===== config.mk =====
export PLATFORM = sky130hd
export DESIGN_NAME = particle_emitter_tick_flat
export DESIGN_NICKNAME = d
export VERILOG_FILES = /design/src/rtl/core/pet_pkg.sv /design/src/rtl/core/pet_if.sv /design/src/rtl/core/pet_mul.sv /design/src/rtl/core/pet_div.sv /design/src/rtl/core/particle_emitter_tick.sv /design/src/flat_wrapper.sv
export SDC_FILE = /design/constraint.sdc
export NUM_CORES = 2
export LEC_CHECK = 0
export BUFFER_PORTS_ARGS = -buffer_cell sky130_fd_sc_hd__buf_4
export CAP_MARGIN = 40
export CORE_MARGIN = 2
export CORE_UTILIZATION = 40
export DETAILED_ROUTE_END_ITERATION = 8
export SLEW_MARGIN = 20
export SYNTH_ARGS = -nofsm -noshare
export SYNTH_HDL_FRONTEND = slang
export SYNTH_SLANG_ARGS = --single-unit

===== constraint.sdc =====
create_clock -name clock -period 10.7 [get_ports clock]
set_input_delay 2.14 -clock clock [delete_from_list [all_inputs] [get_ports clock]]
set_output_delay 2.14 -clock clock [all_outputs]
set_load 0.01 [all_outputs]

===== src/rtl/core/pet_pkg.sv =====
package pet_pkg;

   localparam int RATE_W     = 32;
   localparam int TIME_W     = 24;
   localparam int AGE_W      = 25;
   localparam int LOOP_W     = 16;
   localparam int SORT_W     = 21;
   localparam int SPAWN_W    = 24;
   localparam int FRAC_W     = 32;
   localparam int PROD_W     = RATE_W + TIME_W;
   localparam int CSR_IDX_W  = 3;
   localparam int CSR_DATA_W = 32;

   localparam logic [CSR_IDX_W-1:0] REG_SPAWN_RATE    = 3'd0;
   localparam logic [CSR_IDX_W-1:0] REG_LIFE_TIME_MAX = 3'd1;
   localparam logic [CSR_IDX_W-1:0] REG_LOOP_DURATION = 3'd2;
   localparam logic [CSR_IDX_W-1:0] REG_LOOP_MODE     = 3'd3;
   localparam logic [CSR_IDX_W-1:0] REG_LOOP_COUNT    = 3'd4;
   localparam logic [CSR_IDX_W-1:0] REG_BURST_COUNT   = 3'd5;
   localparam logic [CSR_IDX_W-1:0] REG_MAX_PARTICLES = 3'd6;

   localparam logic [1:0] MODE_INFINITE = 2'd0;
   localparam logic [1:0] MODE_ONCE     = 2'd1;
   localparam logic [1:0] MODE_MULTIPLE = 2'd2;

   localparam logic CMD_TICK    = 1'b0;
   localparam logic CMD_RESTART = 1'b1;

   localparam logic [SORT_W-1:0] SORT_CAP = 21'h10_0000;

   typedef struct packed {
      logic              done;
      logic [TIME_W-1:0] quo;
      logic              rem_nz;
   } pet_div_res_type;

endpackage


===== src/rtl/core/pet_if.sv =====
interface pet_req_if;
   import pet_pkg::*;
   logic              valid;
   logic              ready;
   logic              cmd;
   logic [TIME_W-1:0] dt;
   modport source (output valid, cmd, dt, input ready);
   modport sink (input valid, cmd, dt, output ready);
endinterface

interface pet_rsp_if;
   import pet_pkg::*;
   logic               valid;
   logic               ready;
   logic [SPAWN_W-1:0] spawn_count;
   logic [SORT_W-1:0]  sort_size;
   logic               emitter_active;
   modport source (output valid, spawn_count, sort_size, emitter_active, input ready);
   modport sink (input valid, spawn_count, sort_size, emitter_active, output ready);
endinterface

interface pet_csr_if;
   import pet_pkg::*;
   logic                  valid;
   logic                  ready;
   logic [CSR_IDX_W-1:0]  index;
   logic [CSR_DATA_W-1:0] data;
   modport source (output valid, index, data, input ready);
   modport sink (input valid, index, data, output ready);
endinterface


===== src/rtl/core/pet_mul.sv =====
module pet_mul (
   input  logic                        clock,
   input  logic                        en,
   input  logic [pet_pkg::RATE_W-1:0]  a,
   input  logic [pet_pkg::TIME_W-1:0]  b,
   output logic [pet_pkg::PROD_W-1:0]  prod
);
   import pet_pkg::*;

   logic [PROD_W-1:0] prod_ff;
   logic [PROD_W-1:0] prod_in;

   always_comb begin
      prod_in = prod_ff;
      if (en) begin
         prod_in = PROD_W'(a) * PROD_W'(b);
      end
   end

   always_ff @(posedge clock) begin
      prod_ff <= prod_in;
   end

   assign prod = prod_ff;

endmodule


===== src/rtl/core/pet_div.sv =====
module pet_div (
   input  logic                          clock,
   input  logic                          reset,
   input  logic                          start,
   input  logic [pet_pkg::TIME_W-1:0]    num,
   input  logic [pet_pkg::TIME_W-1:0]    den,
   output pet_pkg::pet_div_res_type      res
);
   import pet_pkg::*;

   localparam int CNT_W = $clog2(TIME_W);

   logic              busy_ff, busy_in;
   logic              done_ff, done_in;
   logic [CNT_W-1:0]  cnt_ff, cnt_in;
   logic [TIME_W-1:0] rem_ff, rem_in;
   logic [TIME_W-1:0] quo_ff, quo_in;
   logic [TIME_W-1:0] den_ff, den_in;
   logic [TIME_W:0]   shifted;
   logic [TIME_W+1:0] diff;

   assign shifted = {rem_ff, quo_ff[TIME_W-1]};
   assign diff    = {1'b0, shifted} - {2'b0, den_ff};

   always_comb begin
      busy_in = busy_ff;
      done_in = 1'b0;
      cnt_in  = cnt_ff;
      rem_in  = rem_ff;
      quo_in  = quo_ff;
      den_in  = den_ff;
      if (start) begin
         busy_in = 1'b1;
         cnt_in  = '0;
         rem_in  = '0;
         quo_in  = num;
         den_in  = den;
      end else if (busy_ff) begin
         if (!diff[TIME_W+1]) begin
            rem_in = diff[TIME_W-1:0];
            quo_in = {quo_ff[TIME_W-2:0], 1'b1};
         end else begin
            rem_in = shifted[TIME_W-1:0];
            quo_in = {quo_ff[TIME_W-2:0], 1'b0};
         end
         cnt_in = cnt_ff + 1'b1;
         if (cnt_ff == CNT_W'(TIME_W - 1)) begin
            busy_in = 1'b0;
            done_in = 1'b1;
         end
      end
   end

   always_ff @(posedge clock) begin
      if (reset) begin
         busy_ff <= 1'b0;
         done_ff <= 1'b0;
         cnt_ff  <= '0;
      end else begin
         busy_ff <= busy_in;
         done_ff <= done_in;
         cnt_ff  <= cnt_in;
      end
      rem_ff <= rem_in;
      quo_ff <= quo_in;
      den_ff <= den_in;
   end

   assign res.done   = done_ff;
   assign res.quo    = quo_ff;
   assign res.rem_nz = |rem_ff;

endmodule


===== src/rtl/core/particle_emitter_tick.sv =====
// Per-frame controller for one particle emitter. Each request transaction is a frame tick with
// its delta time or a restart command, and gives exactly one response transaction with the
// spawn count, the sort size and the running flag. A restart, or a tick of an emitter that has
// stopped, goes straight to the finish state. A tick of a running emitter passes through the
// 24-step shift-subtract divider for the bursts per lifetime and the one-doubling-a-cycle sort
// size search above MIN_SORT_SIZE, and a single registered 32 by 24 multiplier serves all three
// products. The finish state loads the response once the response register is free, and the
// block is ready again in the same cycle as the result is loaded, even while that response
// transaction is still waiting. Configuration writes are always taken.
module particle_emitter_tick #(
   parameter int MIN_SORT_SIZE = 64
) (
   input  logic       clock,
   input  logic       reset,
   pet_req_if.sink    req_ch,
   pet_rsp_if.source  rsp_ch,
   pet_csr_if.sink    csr_ch
);
   import pet_pkg::*;

   localparam logic [3:0] ST_IDLE      = 4'd0;
   localparam logic [3:0] ST_MUL_EST   = 4'd1;
   localparam logic [3:0] ST_EST       = 4'd2;
   localparam logic [3:0] ST_DIV       = 4'd3;
   localparam logic [3:0] ST_MUL_BURST = 4'd4;
   localparam logic [3:0] ST_SUM       = 4'd5;
   localparam logic [3:0] ST_SORT      = 4'd6;
   localparam logic [3:0] ST_LOOP      = 4'd7;
   localparam logic [3:0] ST_FINISH    = 4'd8;

   logic [RATE_W-1:0]  spawn_rate_ff, spawn_rate_in;
   logic [TIME_W-1:0]  life_time_max_ff, life_time_max_in;
   logic [TIME_W-1:0]  loop_duration_ff, loop_duration_in;
   logic [1:0]         loop_mode_ff, loop_mode_in;
   logic [LOOP_W-1:0]  loop_count_ff, loop_count_in;
   logic [LOOP_W-1:0]  burst_count_ff, burst_count_in;
   logic [SORT_W-1:0]  max_particles_ff, max_particles_in;

   logic [AGE_W-1:0]   age_ff, age_in;
   logic [FRAC_W-1:0]  frac_ff, frac_in;
   logic               running_ff, running_in;
   logic               burst_pend_ff, burst_pend_in;
   logic [LOOP_W-1:0]  loops_done_ff, loops_done_in;
   logic [SORT_W-1:0]  sort_count_ff, sort_count_in;
   logic [AGE_W-1:0]   shrink_ff, shrink_in;

   logic [3:0]         state_ff, state_in;
   logic               cmd_ff, cmd_in;
   logic [TIME_W-1:0]  dt_ff, dt_in;
   logic               ran_ff, ran_in;
   logic [AGE_W-1:0]   est_ff, est_in;
   logic [TIME_W-1:0]  per_ff, per_in;
   logic [SORT_W-1:0]  cap_ff, cap_in;
   logic [SORT_W-1:0]  tgt_ff, tgt_in;

   logic               rsp_valid_ff, rsp_valid_in;
   logic [SPAWN_W-1:0] rsp_spawn_ff, rsp_spawn_in;
   logic [SORT_W-1:0]  rsp_sort_ff, rsp_sort_in;
   logic               rsp_active_ff, rsp_active_in;

   logic               mul_en;
   logic [RATE_W-1:0]  mul_a;
   logic [TIME_W-1:0]  mul_b;
   logic [PROD_W-1:0]  mul_prod;
   logic               div_start;
   pet_div_res_type    div_res;

   logic               use_burst;
   logic               rsp_free;
   logic [40:0]        est_sum;
   logic [AGE_W:0]     shrink_sum;
   logic [AGE_W-1:0]   shrink_sat;
   logic [AGE_W:0]     age_sum;
   logic [AGE_W-1:0]   age_sat;
   logic [AGE_W-1:0]   age_wrap;
   logic [LOOP_W-1:0]  loops_next;
   logic [PROD_W:0]    acc;
   logic [SPAWN_W+1:0] spawn_tot;
   logic [SPAWN_W-1:0] spawn_sat;

   pet_mul u_mul (
      .clock (clock),
      .en    (mul_en),
      .a     (mul_a),
      .b     (mul_b),
      .prod  (mul_prod)
   );

   pet_div u_div (
      .clock (clock),
      .reset (reset),
      .start (div_start),
      .num   (life_time_max_ff),
      .den   (loop_duration_ff),
      .res   (div_res)
   );

   assign use_burst = (burst_count_ff != '0) && (loop_duration_ff != '0);
   assign rsp_free  = !rsp_valid_ff || rsp_ch.ready;

   assign est_sum    = {16'b0, est_ff} + (use_burst ? {1'b0, mul_prod[39:0]} : 41'b0);
   assign shrink_sum = {1'b0, shrink_ff} + (AGE_W + 1)'(dt_ff);
   assign shrink_sat = shrink_sum[AGE_W] ? '1 : shrink_sum[AGE_W-1:0];
   assign age_sum    = {1'b0, age_ff} + (AGE_W + 1)'(dt_ff);
   assign age_sat    = age_sum[AGE_W] ? '1 : age_sum[AGE_W-1:0];
   assign age_wrap   = age_sat - {1'b0, loop_duration_ff};
   assign loops_next = (loops_done_ff != '1) ? loops_done_ff + 1'b1 : loops_done_ff;
   assign acc        = {25'b0, frac_ff} + {1'b0, mul_prod};
   assign spawn_tot  = {1'b0, acc[PROD_W:FRAC_W]}
                       + (burst_pend_ff ? (SPAWN_W + 2)'(burst_count_ff) : '0);
   assign spawn_sat  = (spawn_tot > (SPAWN_W + 2)'({SPAWN_W{1'b1}})) ? '1
                                                                    : spawn_tot[SPAWN_W-1:0];

   always_comb begin
      spawn_rate_in    = spawn_rate_ff;
      life_time_max_in = life_time_max_ff;
      loop_duration_in = loop_duration_ff;
      loop_mode_in     = loop_mode_ff;
      loop_count_in    = loop_count_ff;
      burst_count_in   = burst_count_ff;
      max_particles_in = max_particles_ff;
      if (csr_ch.valid) begin
         unique case (csr_ch.index)
            REG_SPAWN_RATE:    spawn_rate_in    = csr_ch.data;
            REG_LIFE_TIME_MAX: life_time_max_in = csr_ch.data[TIME_W-1:0];
            REG_LOOP_DURATION: loop_duration_in = csr_ch.data[TIME_W-1:0];
            REG_LOOP_MODE:     loop_mode_in     = csr_ch.data[1:0];
            REG_LOOP_COUNT:    loop_count_in    = csr_ch.data[LOOP_W-1:0];
            REG_BURST_COUNT:   burst_count_in   = csr_ch.data[LOOP_W-1:0];
            REG_MAX_PARTICLES: max_particles_in = csr_ch.data[SORT_W-1:0];
            default: ;
         endcase
      end
   end

   always_comb begin
      state_in      = state_ff;
      cmd_in        = cmd_ff;
      dt_in         = dt_ff;
      ran_in        = ran_ff;
      est_in        = est_ff;
      per_in        = per_ff;
      cap_in        = cap_ff;
      tgt_in        = tgt_ff;
      age_in        = age_ff;
      frac_in       = frac_ff;
      running_in    = running_ff;
      burst_pend_in = burst_pend_ff;
      loops_done_in = loops_done_ff;
      sort_count_in = sort_count_ff;
      shrink_in     = shrink_ff;
      rsp_valid_in  = rsp_valid_ff;
      rsp_spawn_in  = rsp_spawn_ff;
      rsp_sort_in   = rsp_sort_ff;
      rsp_active_in = rsp_active_ff;
      mul_en        = 1'b0;
      mul_a         = spawn_rate_ff;
      mul_b         = life_time_max_ff;
      div_start     = 1'b0;

      if (rsp_valid_ff && rsp_ch.ready) begin
         rsp_valid_in = 1'b0;
      end

      unique case (state_ff)
         ST_IDLE: begin
            if (req_ch.valid) begin
               cmd_in = req_ch.cmd;
               dt_in  = req_ch.dt;
               ran_in = (req_ch.cmd == CMD_TICK) && running_ff;
               if ((req_ch.cmd == CMD_TICK) && running_ff) begin
                  state_in = ST_MUL_EST;
               end else begin
                  state_in = ST_FINISH;
               end
            end
         end
         ST_MUL_EST: begin
            mul_en   = 1'b1;
            state_in = ST_EST;
         end
         ST_EST: begin
            est_in    = {1'b0, mul_prod[PROD_W-1:FRAC_W]} + AGE_W'(|mul_prod[FRAC_W-1:0]);
            div_start = 1'b1;
            state_in  = ST_DIV;
         end
         ST_DIV: begin
            if (div_res.done) begin
               per_in   = div_res.quo + TIME_W'(div_res.rem_nz);
               state_in = ST_MUL_BURST;
            end
         end
         ST_MUL_BURST: begin
            mul_en   = 1'b1;
            mul_a    = RATE_W'(burst_count_ff);
            mul_b    = per_ff;
            state_in = ST_SUM;
         end
         ST_SUM: begin
            if (est_sum > 41'(max_particles_ff)) begin
               cap_in = max_particles_ff;
            end else begin
               cap_in = est_sum[SORT_W-1:0];
            end
            tgt_in   = SORT_W'(MIN_SORT_SIZE);
            state_in = ST_SORT;
         end
         ST_SORT: begin
            if ((tgt_ff < cap_ff) && (tgt_ff < SORT_CAP)) begin
               tgt_in = {tgt_ff[SORT_W-2:0], 1'b0};
            end else begin
               if (tgt_ff > SORT_CAP) begin
                  tgt_in = SORT_CAP;
               end
               state_in = ST_LOOP;
            end
         end
         ST_LOOP: begin
            mul_en = 1'b1;
            mul_b  = dt_ff;
            if (tgt_ff >= sort_count_ff) begin
               sort_count_in = tgt_ff;
               shrink_in     = '0;
            end else if (shrink_sat > AGE_W'(life_time_max_ff)) begin
               sort_count_in = tgt_ff;
               shrink_in     = '0;
            end else begin
               shrink_in = shrink_sat;
            end
            age_in = age_sat;
            if (age_sat >= AGE_W'(loop_duration_ff)) begin
               unique case (loop_mode_ff)
                  MODE_INFINITE: begin
                     age_in        = age_wrap;
                     burst_pend_in = 1'b1;
                  end
                  MODE_ONCE: begin
                     running_in = 1'b0;
                  end
                  MODE_MULTIPLE: begin
                     age_in        = age_wrap;
                     loops_done_in = loops_next;
                     if (loops_next < loop_count_ff) begin
                        burst_pend_in = 1'b1;
                     end else begin
                        running_in = 1'b0;
                     end
                  end
                  default: ;
               endcase
            end
            state_in = ST_FINISH;
         end
         ST_FINISH: begin
            if (rsp_free) begin
               rsp_valid_in = 1'b1;
               rsp_sort_in  = sort_count_ff;
               state_in     = ST_IDLE;
               if (cmd_ff == CMD_RESTART) begin
                  age_in        = '0;
                  running_in    = 1'b1;
                  loops_done_in = '0;
                  burst_pend_in = 1'b1;
                  rsp_spawn_in  = '0;
                  rsp_active_in = 1'b1;
               end else if (ran_ff) begin
                  frac_in       = acc[FRAC_W-1:0];
                  burst_pend_in = 1'b0;
                  rsp_spawn_in  = spawn_sat;
                  rsp_active_in = running_ff;
               end else begin
                  rsp_spawn_in  = '0;
                  rsp_active_in = running_ff;
               end
            end
         end
         default: begin
            state_in = ST_IDLE;
         end
      endcase
   end

   always_ff @(posedge clock) begin
      if (reset) begin
         spawn_rate_ff    <= '0;
         life_time_max_ff <= 24'd65536;
         loop_duration_ff <= 24'd65536;
         loop_mode_ff     <= MODE_INFINITE;
         loop_count_ff    <= 16'd1;
         burst_count_ff   <= '0;
         max_particles_ff <= 21'd1024;
         age_ff           <= '0;
         frac_ff          <= '0;
         running_ff       <= 1'b1;
         burst_pend_ff    <= 1'b1;
         loops_done_ff    <= '0;
         sort_count_ff    <= '0;
         shrink_ff        <= '0;
         state_ff         <= ST_IDLE;
         rsp_valid_ff     <= 1'b0;
      end else begin
         spawn_rate_ff    <= spawn_rate_in;
         life_time_max_ff <= life_time_max_in;
         loop_duration_ff <= loop_duration_in;
         loop_mode_ff     <= loop_mode_in;
         loop_count_ff    <= loop_count_in;
         burst_count_ff   <= burst_count_in;
         max_particles_ff <= max_particles_in;
         age_ff           <= age_in;
         frac_ff          <= frac_in;
         running_ff       <= running_in;
         burst_pend_ff    <= burst_pend_in;
         loops_done_ff    <= loops_done_in;
         sort_count_ff    <= sort_count_in;
         shrink_ff        <= shrink_in;
         state_ff         <= state_in;
         rsp_valid_ff     <= rsp_valid_in;
      end
      cmd_ff        <= cmd_in;
      dt_ff         <= dt_in;
      ran_ff        <= ran_in;
      est_ff        <= est_in;
      per_ff        <= per_in;
      cap_ff        <= cap_in;
      tgt_ff        <= tgt_in;
      rsp_spawn_ff  <= rsp_spawn_in;
      rsp_sort_ff   <= rsp_sort_in;
      rsp_active_ff <= rsp_active_in;
   end

   assign req_ch.ready          = (state_ff == ST_IDLE);
   assign csr_ch.ready          = 1'b1;
   assign rsp_ch.valid          = rsp_valid_ff;
   assign rsp_ch.spawn_count    = rsp_spawn_ff;
   assign rsp_ch.sort_size      = rsp_sort_ff;
   assign rsp_ch.emitter_active = rsp_active_ff;

endmodule


===== src/flat_wrapper.sv =====
// flat-port wrapper written by rule: the top's interface ports become plain ports
module particle_emitter_tick_flat import pet_pkg::*;
#(
   parameter int MIN_SORT_SIZE = 64
)
  (clock, reset, req_ch_valid, req_ch_cmd, req_ch_dt, req_ch_ready, rsp_ch_valid, rsp_ch_spawn_count, rsp_ch_sort_size, rsp_ch_emitter_active, rsp_ch_ready, csr_ch_valid, csr_ch_index, csr_ch_data, csr_ch_ready);
  pet_req_if req_ch_i ();
  pet_rsp_if rsp_ch_i ();
  pet_csr_if csr_ch_i ();
  input  logic clock;
  input  logic reset;
  input wire logic [$bits(req_ch_i.valid)-1:0] req_ch_valid;
  input wire logic [$bits(req_ch_i.cmd)-1:0] req_ch_cmd;
  input wire logic [$bits(req_ch_i.dt)-1:0] req_ch_dt;
  output wire logic [$bits(req_ch_i.ready)-1:0] req_ch_ready;
  output wire logic [$bits(rsp_ch_i.valid)-1:0] rsp_ch_valid;
  output wire logic [$bits(rsp_ch_i.spawn_count)-1:0] rsp_ch_spawn_count;
  output wire logic [$bits(rsp_ch_i.sort_size)-1:0] rsp_ch_sort_size;
  output wire logic [$bits(rsp_ch_i.emitter_active)-1:0] rsp_ch_emitter_active;
  input wire logic [$bits(rsp_ch_i.ready)-1:0] rsp_ch_ready;
  input wire logic [$bits(csr_ch_i.valid)-1:0] csr_ch_valid;
  input wire logic [$bits(csr_ch_i.index)-1:0] csr_ch_index;
  input wire logic [$bits(csr_ch_i.data)-1:0] csr_ch_data;
  output wire logic [$bits(csr_ch_i.ready)-1:0] csr_ch_ready;
  assign req_ch_i.valid = req_ch_valid;
  assign req_ch_i.cmd = req_ch_cmd;
  assign req_ch_i.dt = req_ch_dt;
  assign req_ch_ready = req_ch_i.ready;
  assign rsp_ch_valid = rsp_ch_i.valid;
  assign rsp_ch_spawn_count = rsp_ch_i.spawn_count;
  assign rsp_ch_sort_size = rsp_ch_i.sort_size;
  assign rsp_ch_emitter_active = rsp_ch_i.emitter_active;
  assign rsp_ch_i.ready = rsp_ch_ready;
  assign csr_ch_i.valid = csr_ch_valid;
  assign csr_ch_i.index = csr_ch_index;
  assign csr_ch_i.data = csr_ch_data;
  assign csr_ch_ready = csr_ch_i.ready;
  particle_emitter_tick #(.MIN_SORT_SIZE(MIN_SORT_SIZE)) u_core (.clock(clock), .reset(reset), .req_ch(req_ch_i), .rsp_ch(rsp_ch_i), .csr_ch(csr_ch_i));
endmodule

=== Word level (Yosys, flattened, before mapping) ===
Cells that the tools add are included.

* ROM bits: 0
* Bits in registers: 559
* RAM bits: 0
* Memories kept: 0
* Output and inout bits: 49
* Bits in latches: 0

* $add $sub $neg: 11
* Equality and inequality tests: 31
* Div/mod/pow operators: 0
* Bitwise logic cells: 4
* Multiply operators: 1
* Shifts and indexed selects: 0
* Magnitude comparators: 9
* Reductions and logical operators: 40
* Mux-type cells: 58

{| class="wikitable"
|+ Operators with widths
! kind !! number
|-
| $mux W25 || 8
|-
| $mux W21 || 5
|-
| $mux W16 || 6
|-
| $mux W24 || 4
|-
| $add A32 B56 Y57 || 1
|-
| $mul A32 B24 Y56 || 1
|-
| $add A25 B24 Y26 || 2
|-
| $pmux W25 S2 || 1
|-
| $pmux W24 S2 || 1
|-
| $pmux W21 S2 || 1
|-
| $add A25 B41 Y41 || 1
|-
| $gt A41 B21 Y1 || 1
|-
| $mux W40 || 1
|-
| $pmux W4 S9 || 1
|-
| $mux W32 || 1
|-
| $pmux W16 S2 || 1
|-
| $reduce_or A32 Y1 || 1
|-
| $add A25 B26 Y26 || 1
|-
| $gt A26 B24 Y1 const B || 1
|-
| $sub A25 B24 Y26 || 1
|-
| $add A24 B1 Y25 || 1
|-
| $ge A25 B24 Y1 || 1
|-
| $gt A25 B24 Y1 || 1
|-
| $sub A25 B24 Y25 || 1
|-
| 45 further kinds || 110
|}

=== Longest topological paths before layout ===
* Word-level depth: 7
* Depth in mapped cells: 37
* Depth with buffers taken out: 31

=== Hierarchy ===
From an unflattened synthesis, not the netlist that was laid out.

* Cell total of the unflattened synthesis: 6605
* Area, all modules: 58576.2 µm²

{| class="wikitable"
|+ By module, submodules not included
! module !! cells each !! sequential area each (µm²) !! area an instance (µm²) !! instances
|-
| particle_emitter_tick || 3288 || 9639.2 || 27453.8 || 1
|-
| pet_mul || 2893 || 1681.6 || 26618.0 || 1
|-
| pet_div || 424 || 2062.0 || 4504.3 || 1
|}

=== Worst setup path after synthesis ===
Ideal clock, no wire load.

* Kind: reg2reg
* Start point: register u_core.state_ff[0]
* End point: register u_core.u_mul.prod_ff[55], in the netlist u_core.u_mul.prod[55] (data pin)
* Library setup time: 260 ps
* Data arrival time: 8431 ps
* Data required time: 10440 ps
* Clock period less this slack: 8691 ps
* Buffers on the path: 6
* Stages on the path, launching flop included: 38
* Slack: 2009 ps
* Cells stage by stage: dfxtp_1 clkbuf_1 nor2b_1 and3_1 clkbuf_1 nor2_1 clkbuf_1 a22o_1 clkbuf_1 a21oi_1 clkbuf_1 nor2_1 fa_1 inv_1 fa_1 inv_1 fa_1 inv_1 [2 not listed] fa_1 fa_1 inv_1 fa_1 inv_1 ha_1 clkbuf_1 nand4_1 nor2_1 a32oi_1 o31ai_1 o21ai_0 o2111ai_1 a311oi_1 o21ai_0 a31o_2 a21oi_1 xnor2_1

* Longest elaborated chain between the ends: 3
* Elaborated cells on any way between the ends: 5
* Classes of those cells: mul (1); eq/ne (2); mux (2)

{| class="wikitable"
|+ RTL lines
! element !! RTL line !! text
|-
| start, declared || particle_emitter_tick.sv:47 || <nowiki>logic [3:0] state_ff, state_in;</nowiki>
|-
| start signal, assigned || particle_emitter_tick.sv:316 || <nowiki>state_ff <= state_in;</nowiki>
|-
| $eq A4 B3 Y1 || particle_emitter_tick.sv:165 || <nowiki>unique case (state_ff)</nowiki>
|-
| $pmux W24 S2 or $mux W32 (tied branches) || particle_emitter_tick.sv:165 ||
|-
| $mul A32 B24 Y56 * || pet_mul.sv:16 || <nowiki>prod_in = PROD_W'(a) * PROD_W'(b);</nowiki>
|-
| end signal, assigned || pet_mul.sv:21 || <nowiki>prod_ff <= prod_in;</nowiki>
|-
| end, declared || pet_mul.sv:10 || <nowiki>logic [PROD_W-1:0] prod_ff;</nowiki>
|}

Mark *: on every way between the ends. The rest lies on a longest branch, timed or not.
A chain may end at the register's enable or synchronous reset.

=== Worst setup path in the final report ===
* Start point: register u_core.state_ff[1]
* End point: register u_core.u_mul.prod_ff[55], in the netlist u_core.u_mul.prod[55] (data pin)

The elaborated chain is that of the path after synthesis.

==> flow_summary.ini <==
[synth]
postSynthAreaPerCell_um2 = 8.70
async_flop_share = 0
synth_top_cell_by_area = fa_1
ys_types = 86
synth_edf_count = 255
synth_seq_area_share = 0.235
synthCells = 6546
ys_top_cells_by_area = fa_1 (23%), edfxtp_1 (13%), dfxtp_1 (10%), ha_1 (9.8%), nand2_1 (6.6%)
syn_area_um2 = 57000
yosysTopAreaCellShare = 0.234
ys_ff_latch = 541
synth-main-ff-cell = dfxtp_1
synth_warnings = 0

[routing]
first_pass_iters = 5
drc = 0
vias = 46588
wire_per_inst_um = 21.7
drtAntennaViolNets = 0
drt-initial-drc-count = 4373
post_drt_via_cell_ratio = 5.47
finalWirelength_um = 185000

[floorplanning]
die_h_um = 381
fp-row-count = 138
num_io_pins = 114
initial_core_util = 0.403
core_area_um2 = 141000
die_area_um2 = 145000
die_w_um = 381

[power_and_ir_drop]
ir_drop_mv = 0.120
p_total_mw = 8.25
p_seq_frac = 0.360
swShare = 0.384
internal-power_mw = 5.08
power_frac_clock = 0.290
p_leak_nw = 27.4
p_per_area_nw_per_um2 = 132
switchingPower_mw = 3.17
power_frac_comb = 0.351

[sta]
hold_viol = 0
worst_slew_pin_slew_ps = 1030
relSlewSlack = 0.314
clock_skew_ps = 44.1
rsz0062_at_grt = false
finalSetupViolations = 0
finalCritPeriodShare = 0.909
final_max_slew_viol_count = 0
fin_worst_hold_slack_ps = 454
min_period_ps = 9730
fmax_mhz = 103
finalWorstSetupSlack_ps = 968
tns_ps = 0

[clocking]
postCtsSetupRepairBufs = 0
cts_sinks = 541
cts_buffer_depth = 3
clkTransAtPathRegs_ps = 60
h-tree-depth = 3
root_buffer = clkbuf_16
cts_tree = built
cts_buffers = 66
hold_buffers = 0
clkLatencyLatePin_ps = 690
post_cts_resized = 0

[place]
dpl.cell_count = 8388
dp_hpwl_um = 146000
io_buffers = 106
gp_congestion = 0.933
place_ws_ps = 1170

[flow_run]
drv_cap = 0

[cells_and_area]
diodes = 0
area_growth_syn_to_layout_pct = 9.75
instances_no_fill = 8518
fillers = 13852
fin_nets = 7751
layout-drive-gt1-share = 0.0676

[outcome]
status = finished clean

[critical_path]
cp_common_cell = fa_1
crit_type = flop to flop
cp-start-kind = flop
critPathArrivalTime_ps = 10130
worstPathRequired_ps = 11100
cpPeakStageDelay_ps = 580
crit_fanout = 18
end_kind = flop
crit_slowest_cell = dfxtp_1

[global_routing]
antenna_found_initial = 5
grt_overflow_total = 0
grt_use_total = 0.254
grt_pass1_vias = 46664
grt_pass1_wl_um = 283000
grt_max_degree = 140

[min_path]
hold_path_class = flop to flop
-- cells by family after synthesis --
logic type	count (synthesis)	synth area share
adders and majority gates	1112	0.332
xor gates and xnor gates	267	0.0411
DFF	541	0.235
other	2	0.000132
buffers and inverters	1219	0.0812
muxes	93	0.0169
AOI/OAI and AO/OA	1105	0.123
and+or+nand+nor	2207	0.170
-- layout by cell type (no fill, tap or decap), types with 103 or more instances in the layout --
master / instances
nand2_1: 997
inv_1: 949
fa_1: 665
nor2_1: 574
ha_1: 447
a21oi_1: 419
dfxtp_1: 286
edfxtp_1: 255
buf_4: 197
xnor2_1: 176
o21ai_0: 169
nand3_1: 146
a21o_1: 129
and2_1: 103
-- final cells by class --
| class | count | area, um2 | share of cell area |
|---|---|---|---|
| multi-input combinational | 4791 | 39100 | 0.625 |
| sequential | 541 | 13400 | 0.214 |
| inverter | 952 | 3570 | 0.0572 |
| tap | 1890 | 2360 | 0.0378 |
| clock buffer | 94 | 1920 | 0.0307 |
| timing repair buffer | 222 | 1830 | 0.0292 |
| clock inverter | 28 | 399 | 0.00638 |
-- synth_stat cells (91+ instances only) --
cell type  instances
o21ai_0          169
and2_1           104
clkbuf_1         234
inv_1            950
xnor2_1          176
nand3_1          146
xor2_1            91
dfxtp_1          286
a21o_1           129
nor2_1           578
a21oi_1          420
fa_1             665
edfxtp_1         255
ha_1             447
nand2_1         1000
-- through the flow --
step | util | area (um2)
floorplan | - | 57000
global placement | 0.423 | 59900
detailed placement | 0.425 | 60100
CTS | 0.441 | 62400
global route | 0.442 | 62500
finish | 0.442 | 62500
-- layer usage --
layer / GRT usage / part of all wire / vias up
met2: 0.396 / 0.44 / 1783
met4: 0.0943 / 0.041 / 2
met1: 0.351 / 0.44 / 23028
met5: 0 / 0.000059 / -
met3: 0.0475 / 0.082 / 340
li1: - / - / 21435
-- sequential cells by signal, summed over array words and instances, names as in the netlist, 25 cells and up --
name                  cells
u_core.est_ff            25
u_core.shrink_ff         25
u_core.age_ff            25
u_core.u_mul.prod        56
u_core.spawn_rate_ff     32
u_core.frac_ff           32
-- power groups by stage --
stage	Clock [mW]	Sequential, mW	Combinational (mW)
floorplan	0	2.81	2.07
global placement	0	3.00	2.79
detailed placement	0	3.00	2.85
CTS	2.43	2.96	2.87
global route	2.51	2.99	3.22
finish	2.39	2.97	2.89
-- path summary, 6_finish.rpt --
check / from / end / slack (ps) / cells after the start
setup reg to reg: u_core.state_ff[1]$_SDFFE_PP0P_ / u_core.u_mul.prod[55]$_DFFE_PP_ / 970 / 34
hold / removal: u_core.shrink_ff[0]$_SDFFE_PP0N_ / u_core.shrink_ff[0]$_SDFFE_PP0N_ / 450 / 2
hold reg to reg: u_core.shrink_ff[0]$_SDFFE_PP0N_ / u_core.shrink_ff[0]$_SDFFE_PP0N_ / 450 / 2
setup / recovery: u_core.state_ff[1]$_SDFFE_PP0P_ / u_core.u_mul.prod[55]$_DFFE_PP_ / 970 / 34
-- worst max-delay path: cells and delay by family, from the launching register on --
family                   cells  cell delay [ps]
adder cells (fa/ha/maj)      8             4010
AO/OA/AOI/OAI               12             2740
buffers and inverters        9             1200
AND/OR/NAND/NOR              4              830
flip-flops                   1              580
XOR/XNOR                     1               90
Power figures use the tool's default switching activity.
